==> config.mk <==
export PLATFORM = sky130hd
export DESIGN_NAME = ddsp_front
export DESIGN_NICKNAME = d
export VERILOG_FILES = /design/src/design/ddsp_pkg.sv /design/src/design/ddsp_front.sv
export VERILOG_INCLUDE_DIRS = /design/src /design/src/design
export SDC_FILE = /design/constraint.sdc
export NUM_CORES = 1
export LEC_CHECK = 0
export BUFFER_PORTS_ARGS = -buffer_cell sky130_fd_sc_hd__buf_2
export CORE_MARGIN = 3
export CORE_UTILIZATION = 40
export DETAILED_ROUTE_END_ITERATION = 10
export PLACE_DENSITY = 0.64
export SETUP_SLACK_MARGIN = 0.1
export SYNTH_ARGS = -nofsm -noshare
export SYNTH_HDL_FRONTEND = slang
export SYNTH_SLANG_ARGS = --single-unit
==> constraint.sdc <==
create_clock -name clock -period 9.1 [get_ports clock]
set_input_delay 0.91 -clock clock [delete_from_list [all_inputs] [get_ports clock]]
set_output_delay 0.91 -clock clock [all_outputs]
set_load 0.02 [all_outputs]
==> src/design/assert_macros.svh <==
// Assertion macros shared by the shortest-path block.
`ifndef ASSERT_MACROS_SVH
`define ASSERT_MACROS_SVH

// Property must hold at every clock edge outside reset.
`define ASSERT_CHECK(label, clk, rst, prop, msg) \
   label: assert property (@(posedge clk) disable iff (rst) (prop)) else $error(msg);

// Antecedent implies consequent in the following cycle.
`define ASSERT_NEXT(label, clk, rst, ante, cons, msg) \
   label: assert property (@(posedge clk) disable iff (rst) (ante) |=> (cons)) \
      else $error(msg);

`endif

==> src/design/ddsp_pkg.sv <==
// ----------------------------------------------------------------------------
// ddsp_pkg
// Shared types and constants of the dense shortest-path block.
// ----------------------------------------------------------------------------
package ddsp_pkg;

   localparam int MaxVertices = 64;
   localparam int VertexBits  = $clog2(MaxVertices);
   localparam int CountBits   = VertexBits + 1;
   localparam int WeightBits  = 16;
   localparam int DistBits    = 22;
   localparam int EdgeBits    = 2 * VertexBits;
   localparam int EdgeDepth   = MaxVertices * MaxVertices;
   localparam int QueueDepth  = 2;
   localparam logic [DistBits-1:0] DistMax = {DistBits{1'b1}};

   typedef enum logic [1:0] {
      ACT_CLEAR = 2'd0,
      ACT_ADD   = 2'd1,
      ACT_RUN   = 2'd2,
      ACT_NONE  = 2'd3
   } action_type;

   // Command passed from the front end to the engine.
   typedef struct packed {
      action_type             action;
      logic [VertexBits-1:0]  src;
      logic [VertexBits-1:0]  dst;
      logic [WeightBits-1:0]  weight;
      logic [CountBits-1:0]   count;
   } cmd_type;

   typedef enum logic [3:0] {
      ST_IDLE,
      ST_CLEAR,
      ST_INIT,
      ST_SCAN,
      ST_MARK,
      ST_RELAX_RD,
      ST_RELAX,
      ST_EMIT_RD,
      ST_EMIT
   } state_type;

endpackage

==> src/design/ddsp_front.sv <==
// ----------------------------------------------------------------------------
// ddsp_front
// Accepts request items, clamps the vertex count, drops out-of-range edges
// and unknown actions, and queues commands for the engine.
// ----------------------------------------------------------------------------
module ddsp_front (
   input  logic                              clock,
   input  logic                              reset,
   input  logic                              req_valid,
   output logic                              req_ready,
   input  logic [1:0]                        req_action,
   input  logic [ddsp_pkg::VertexBits-1:0]   req_src_vertex,
   input  logic [ddsp_pkg::VertexBits-1:0]   req_dst_vertex,
   input  logic [ddsp_pkg::WeightBits-1:0]   req_edge_weight,
   input  logic [ddsp_pkg::CountBits-1:0]    vertex_count,
   output logic                              cmd_valid,
   input  logic                              cmd_ready,
   output ddsp_pkg::cmd_type                 cmd_data
);
`include "assert_macros.svh"

   ddsp_pkg::cmd_type                      queue_ff [ddsp_pkg::QueueDepth];
   logic [0:0]                             wr_ptr_ff, wr_ptr_in;
   logic [0:0]                             rd_ptr_ff, rd_ptr_in;
   logic [1:0]                             fill_ff, fill_in;
   logic [ddsp_pkg::CountBits-1:0]         count_n;
   ddsp_pkg::cmd_type                      new_cmd;
   logic                                   keep;
   logic                                   push, pop;

   always_comb begin
      if (vertex_count == '0) begin
         count_n = ddsp_pkg::CountBits'(1);
      end else if (vertex_count > ddsp_pkg::CountBits'(ddsp_pkg::MaxVertices)) begin
         count_n = ddsp_pkg::CountBits'(ddsp_pkg::MaxVertices);
      end else begin
         count_n = vertex_count;
      end
      new_cmd.action = ddsp_pkg::action_type'(req_action);
      new_cmd.src    = req_src_vertex;
      new_cmd.dst    = req_dst_vertex;
      new_cmd.weight = req_edge_weight;
      new_cmd.count  = count_n;
      case (new_cmd.action)
         ddsp_pkg::ACT_CLEAR: keep = 1'b1;
         ddsp_pkg::ACT_RUN:   keep = 1'b1;
         ddsp_pkg::ACT_ADD:   keep = ({1'b0, req_src_vertex} < count_n) &&
                                     ({1'b0, req_dst_vertex} < count_n);
         default:             keep = 1'b0;
      endcase
   end

   assign req_ready = (fill_ff != 2'(ddsp_pkg::QueueDepth));
   assign push      = req_valid && req_ready && keep;
   assign cmd_valid = (fill_ff != 2'd0);
   assign pop       = cmd_valid && cmd_ready;
   assign cmd_data  = queue_ff[rd_ptr_ff];

   always_comb begin
      wr_ptr_in = push ? wr_ptr_ff + 1'b1 : wr_ptr_ff;
      rd_ptr_in = pop  ? rd_ptr_ff + 1'b1 : rd_ptr_ff;
      fill_in   = fill_ff + 2'(push) - 2'(pop);
   end

   always_ff @(posedge clock) begin
      if (reset) begin
         wr_ptr_ff <= '0;
         rd_ptr_ff <= '0;
         fill_ff   <= '0;
      end else begin
         wr_ptr_ff <= wr_ptr_in;
         rd_ptr_ff <= rd_ptr_in;
         fill_ff   <= fill_in;
      end
   end

   always_ff @(posedge clock) begin
      if (push) begin
         queue_ff[wr_ptr_ff] <= new_cmd;
      end
   end

   `ASSERT_CHECK(a_fill_bound, clock, reset, fill_ff <= 2'(ddsp_pkg::QueueDepth), "queue overfilled")
   `ASSERT_NEXT(a_push_counts, clock, reset, push && !pop, fill_ff == $past(fill_ff) + 2'd1, "push lost")
   `ASSERT_CHECK(a_ptr_fill, clock, reset, (fill_ff == 2'd1) == (wr_ptr_ff != rd_ptr_ff), "pointer mismatch")

endmodule

==> out/metrics.cfg, run 1 <==
[logic_synthesis]
ys_types=31
yosys-top-cells-area=edfxtp_1, mux2_2, ha_1
yosys_warnings=0
synth_edf_count=74
syn_inst=181
avgSynthCellArea_sq_um=17.8
synth_seq_cells=79
async_flop_share=0
syn-num-nets=234
netlist.area_leader.share=0.689
syn_area_sq_um=3230
synthFlopType=edfxtp_1
yosysTopAreaCell=edfxtp_1
yosysSeqAreaShare=0.720

[grt]
grt_usage=0.133
grt_pass1_wl_um=8920
gr-total-overflow=0
antenna_found_initial=0
grt_max_degree=38
grt_pass1_vias=1851

[route]
first_iter_violations=59
wl_um=5810
postRouteAntennaNets=0
viasPerCell=4.83
avgRoutedWirePerCell_um=15.6
route.detailed.drc=0
vias=1792
dr.pass1.iters=4

[power_and_ir_drop]
power_density_nw_per_um2=256
peakVddDrop_mv=0.155
p_leak_nw=1.52

[min_path]
whs_path_depth=2
holdCritPathClass=register to register

[placement]
gp_routability_congestion=0.746
dp_cells=357
place_area_sq_um=3730
io_buffers=79
dp_hpwl_um=3830

[sta]
fin_setup_tns_ps=0
final_hold_viol_count=0
slew_violations=0
rsz0062_at_grt=no
finalSetupViolCount=0
clock_skew_ps=8.21
finalCriticalPeriod_ps=3560
tightestPinTransition_ps=1080
fin_crit_sh=0.391
fmax_mhz=281
relSlewSlack=0.275

[cells_and_area]
fin_cells=371
area_growth_pct=21.8
antennaDiodeCount=0
nNetsFinal=319
layout-drive-gt1-share=0.513
final_core_util=0.506
design_area_sq_um=3930

[worst_setup_path]
crit_buf_inv=3
r2r_cells=5
path_class=primary input to register
worst_ep_required_time_ps=9060
crit_chain=buf_2 -> inv_2 -> nand2_1 -> ha_1 -> a2111oi_0 -> a211oi_1 -> nor4_2 -> inv_1 -> nor2_4
critPathSlowestCell=nor2_4
cp.arrival_ps=3520
end_kind=register
crit_family=simple AND/OR/NAND/NOR gates
crit_fanout=37
startpoint_type=primary input
critPathMaxStageDelay_ps=840
cp.depth=9

[floorplan]
die_y_um=95.8
dieArea_sq_um=9180
start_util=0.415
num_rows=32
ios=80
core_sq_um=7770
die_w_um=95.8

[clock_tree]
numCtsBuffers=9
ctsLongestPathBuffers=2
cts_tree=built
post_cts_buffers=0
cts_sinks=79
htreeDepth=3
clkLatencyLatePin_ps=340
cts_resized=0
clockRootBuffer=clkbuf_8
clk_pin_slew_worst_paths_ps=70
cts_hold_buffers=0

[job]
max-cap-violations=0

[run_status]
status=complete, no violations

==> cell usage after synthesis, types with 2 or more instances <==
| library cell | n |
|---|---|
| inv_1 | 7 |
| nor3_2 | 2 |
| a21o_1 | 2 |
| dfxtp_1 | 5 |
| xnor2_1 | 2 |
| a211oi_1 | 2 |
| nor2_1 | 6 |
| buf_2 | 3 |
| ha_1 | 12 |
| o21a_1 | 2 |
| edfxtp_1 | 74 |
| nor2b_1 | 2 |
| and2_1 | 2 |
| mux2_2 | 37 |
| nand2_1 | 7 |
==> sequential cells by signal, indices dropped and copies added, names as in the netlist, named ones only <==
name       count
fill_ff        2
wr_ptr_ff      1
rd_ptr_ff      1
queue_ff      74
==> power breakdown <==
group	switching, mW	internal [mW]	total, mW
logic	0.144	0.113	0.256
registers	0.0319	0.446	0.477
clock network	0.120	0.151	0.271
==> path summary, 6_finish.rpt <==
check | startpoint | end | slack (ps)
max | vertex_count[6] | queue_ff[0][15] | 5540
min | rd_ptr_ff | register | 530
max reg2reg | fill_ff[0] | queue_ff[0][15] | 6870
min reg2reg | rd_ptr_ff | register | 530
==> area by class of cell <==
class	count	area, sq um
clock buffers	10	128
clock inverters	4	72.6
multi-input cells	89	853
fillers	671	3840
inverters	8	30.0
flip-flops and latches	79	2320
well taps	102	128
repair buffers	79	395
==> worst min-delay path, stage by stage, from the launching register on <==
cell and delay (ps):
dfxtp_1 340, xnor2_1 80, nor2_1 70
==> kinds of logic (layout without fill, tap and decap cells) <==
logic type / count (synthesis) / after routing / share of synthesized area
compound gates: 14 / 14 / 0.0376
fa+ha+maj: 12 / 12 / 0.0465
buf+inv: 13 / 101 / 0.0182
mux: 38 / 38 / 0.133
flops: 79 / 79 / 0.720
xor+xnor: 3 / 3 / 0.00815
simple gates: 22 / 22 / 0.0369
==> cells in the final DEF (no fill, tap or decap), types with 2 or more instances in the layout <==
master,n
a211oi_1,2
xnor2_1,2
bufinv_16,2
dfxtp_1,4
nand2_1,7
mux2_2,37
ha_1,12
o21a_1,2
edfxtp_1,74
inv_1,7
nor2b_1,2
nor3_2,2
nor2_1,5
a21o_1,2
buf_2,79
clkbuf_8,9
==> metrics by stage <==
stage / hold WS (ps) / total power [mW] / setup WS (ps)
floorplan: 481 / 0.661 / 4890
global placement: 496 / 0.745 / 5340
detailed placement: 509 / 0.747 / 5250
CTS: 535 / 1.02 / 5600
global route: 567 / 1.06 / 5320
finish: 528 / 1.01 / 5540
==> metal layers <==
metal | GRT usage | wire length (um)
met5 | 0 | 0
met4 | 0.0640 | 93
met3 | 0.0383 | 375
met2 | 0.219 | 2810
met1 | 0.159 | 2530
Note: power is estimated with default switching activity, not from simulation.
==> run 2: changes to the inputs <==
- clock period: 9.1 -> 3.3 ns (I/O delays scaled with it)
==> run 2 against run 1 <==
Net effect: hold slack worse by 360 ps; clock skew hardly changed; first-iteration DRC count is 1.7% lower; non-clock buffer count is 3 higher; cell count is 1.3% higher; core utilization is 0.47 points higher; critical path depth is 5 higher; setup slack worse by 4800 ps; largest power group unchanged.
==> out/metrics.cfg, run 2 (synthesized netlist as in run 1, its figures left out) <==
[min_path]
hold_start=req_edge_weight[15]  ; was rd_ptr_ff
whs_path_depth=1  ; was 2
holdCritPathClass=primary input to register  ; was register to register
worstHoldEndpoint=queue_ff[1][22]

[floorplan]
die_y_um=95.8  ; unchanged
core_sq_um=7770  ; unchanged
die_w_um=95.8  ; unchanged
ios=80  ; unchanged
start_util=0.415  ; unchanged
num_rows=32  ; unchanged
dieArea_sq_um=9180  ; unchanged

[placement]
io_buffers=79  ; unchanged
gp_routability_congestion=0.873  ; was 0.746
dp_hpwl_um=4060  ; was 3830 um
pre_cts_ws_ps=365  ; was 5250 ps
dp_cells=360  ; was 357

[route]
avgRoutedWirePerCell_um=15.8  ; was 15.6 um
route.detailed.drc=0  ; unchanged
wl_met2_um=2760  ; was 2810 um
dr_wl_met3_um=348  ; was 375 um
postRouteAntennaNets=0  ; unchanged
dr.pass1.iters=4  ; unchanged
wl_um=5940  ; was 5810 um
highest_layer=met4  ; unchanged
first_iter_violations=58  ; was 59
viasPerCell=4.80  ; was 4.83
vias=1806  ; was 1792
m1WireLength_um=2730  ; was 2530 um

[power_and_ir_drop]
p_total_mw=2.73  ; was 1.01 mW
p_leak_nw=1.54  ; was 1.52 nW
peakVddDrop_mv=0.454  ; was 0.155 mV
power_density_nw_per_um2=689  ; was 256 nW/um^2

[clock_tree]
clockRootBuffer=clkbuf_8  ; unchanged
post_cts_buffers=0  ; unchanged
htreeDepth=3  ; unchanged
clkLatencyLatePin_ps=340  ; about the same
ctsLongestPathBuffers=2  ; unchanged
cts_tree=built  ; unchanged
cts_resized=0  ; unchanged
cts_sinks=79  ; unchanged
cts_hold_buffers=0  ; unchanged
clk_pin_slew_worst_paths_ps=80  ; was 70 ps
numCtsBuffers=9  ; unchanged

[grt]
grt_pass1_vias=1825  ; was 1851
grt_max_degree=38  ; unchanged
grt_pass1_wl_um=9070  ; was 8920 um
gr-total-overflow=0  ; unchanged
antenna_found_initial=0  ; unchanged
grt_usage=0.135  ; was 0.133

[sta]
finalCriticalPeriod_ps=2560
relSlewSlack=0.385  ; was 0.275
final_hold_viol_count=0  ; unchanged
fin_setup_tns_ps=0  ; unchanged
finalSetupViolCount=0  ; unchanged
clock_skew_ps=7.82  ; was 8.21 ps
rsz0062_at_grt=no  ; unchanged
fmax_mhz=390
slew_violations=0  ; unchanged
fin_crit_sh=0.777
tightestPinTransition_ps=922  ; was 1080 ps
final.setup.worst_slack_ps=736  ; was 5540 ps

[worst_setup_path]
cp.arrival_ps=2800  ; was 3520 ps
end_kind=register  ; unchanged
worst_ep_required_time_ps=3540  ; was 9060 ps
path_class=primary input to register  ; unchanged
reg2reg_from=fill_ff[0]  ; unchanged
r2r-end=fill_ff[1]  ; was queue_ff[0][15]
crit_fanout=8  ; was 37
r2r_slack_ps=1310  ; was 6870 ps
r2r_cells=10  ; was 5
startpoint_type=primary input  ; unchanged

[run_status]
status=complete, no violations  ; unchanged

[job]
max-cap-violations=0  ; unchanged

[cells_and_area]
final_core_util=0.511  ; was 0.506
nNetsFinal=322  ; was 319
area_growth_pct=23.0  ; was 21.8%
antennaDiodeCount=0  ; unchanged
largest_reg_flops=74  ; unchanged
top_register=queue_ff  ; unchanged
final_common_cell=buf_2  ; unchanged
layout-drive-gt1-share=0.526  ; was 0.513
top_regs=queue_ff (74), fill_ff (2)  ; unchanged
fin_cells=376  ; was 371
mostFrequentLayoutCells=buf_2, edfxtp_1, mux2_2  ; unchanged

[run 2: changes by cell type in the layout (fill, tap and decap cells not counted), sizes merged]
cell | before | now
buf | 79 | 82
clkinvlp | 0 | 1
clkinv | 2 | 4
bufinv | 2 | 1
[run 2: layer usage]
layer,vias up,GRT usage
li1,875,-
met1,865,0.171
met2,57,0.218
met3,9,0.0391
met4,0,0.0569
met5,-,0
[run 2: report_power, final]
part	internal, mW	switching [mW]	leakage, nW
registers	1.23	0.0911	0.726
clock network	0.347	0.339	0.0960
logic	0.329	0.401	0.718
[run 2: worst max-delay path by stage]
| stage | start | end |
|---|---|---|
| 3_3_place_gp | vertex_count[6] | fill_ff[1] |
| 2_1_floorplan | vertex_count[6] | queue_ff[0][0] |
| 3_5_place_dp | vertex_count[6] | fill_ff[1] |
| 6_report | vertex_count[6] | fill_ff[1] |
| 4_1_cts | vertex_count[6] | fill_ff[1] |
| 5_1_grt | vertex_count[6] | fill_ff[1] |
[run 2: worst max-delay path, cell delays in order]
cell and delay, ps:
buf_2 120, inv_2 130, nand2_1 120, ha_1 300
a2111oi_0 390, a211oi_1 150, nor4_2 230, inv_1 140
ha_1 310, inv_1 50, ha_1 150, xor2_1 180
xnor2_1 130, nor2_1 50
[run 2: area by class of cell]
cell class                      instances  area [sq um]
Clock buffer                           10           128
Clock inverter                          6          61.3
Fill cell                             700          3800
Inverter                                8          30.0
Multi-Input combinational cell         89           853
Sequential cell                        79          2320
Tap cell                              102           128
Timing Repair Buffer                   82           443
[run 2: through the flow]
| stage | hold slack [ps] | instance area [sq um] |
|---|---|---|
| after floorplan | 402 | 3230 |
| after global placement | 494 | 3780 |
| after detailed placement | 518 | 3780 |
| after CTS | 155 | 3970 |
| after global routing | 155 | 3970 |
| final | 170 | 3970 |
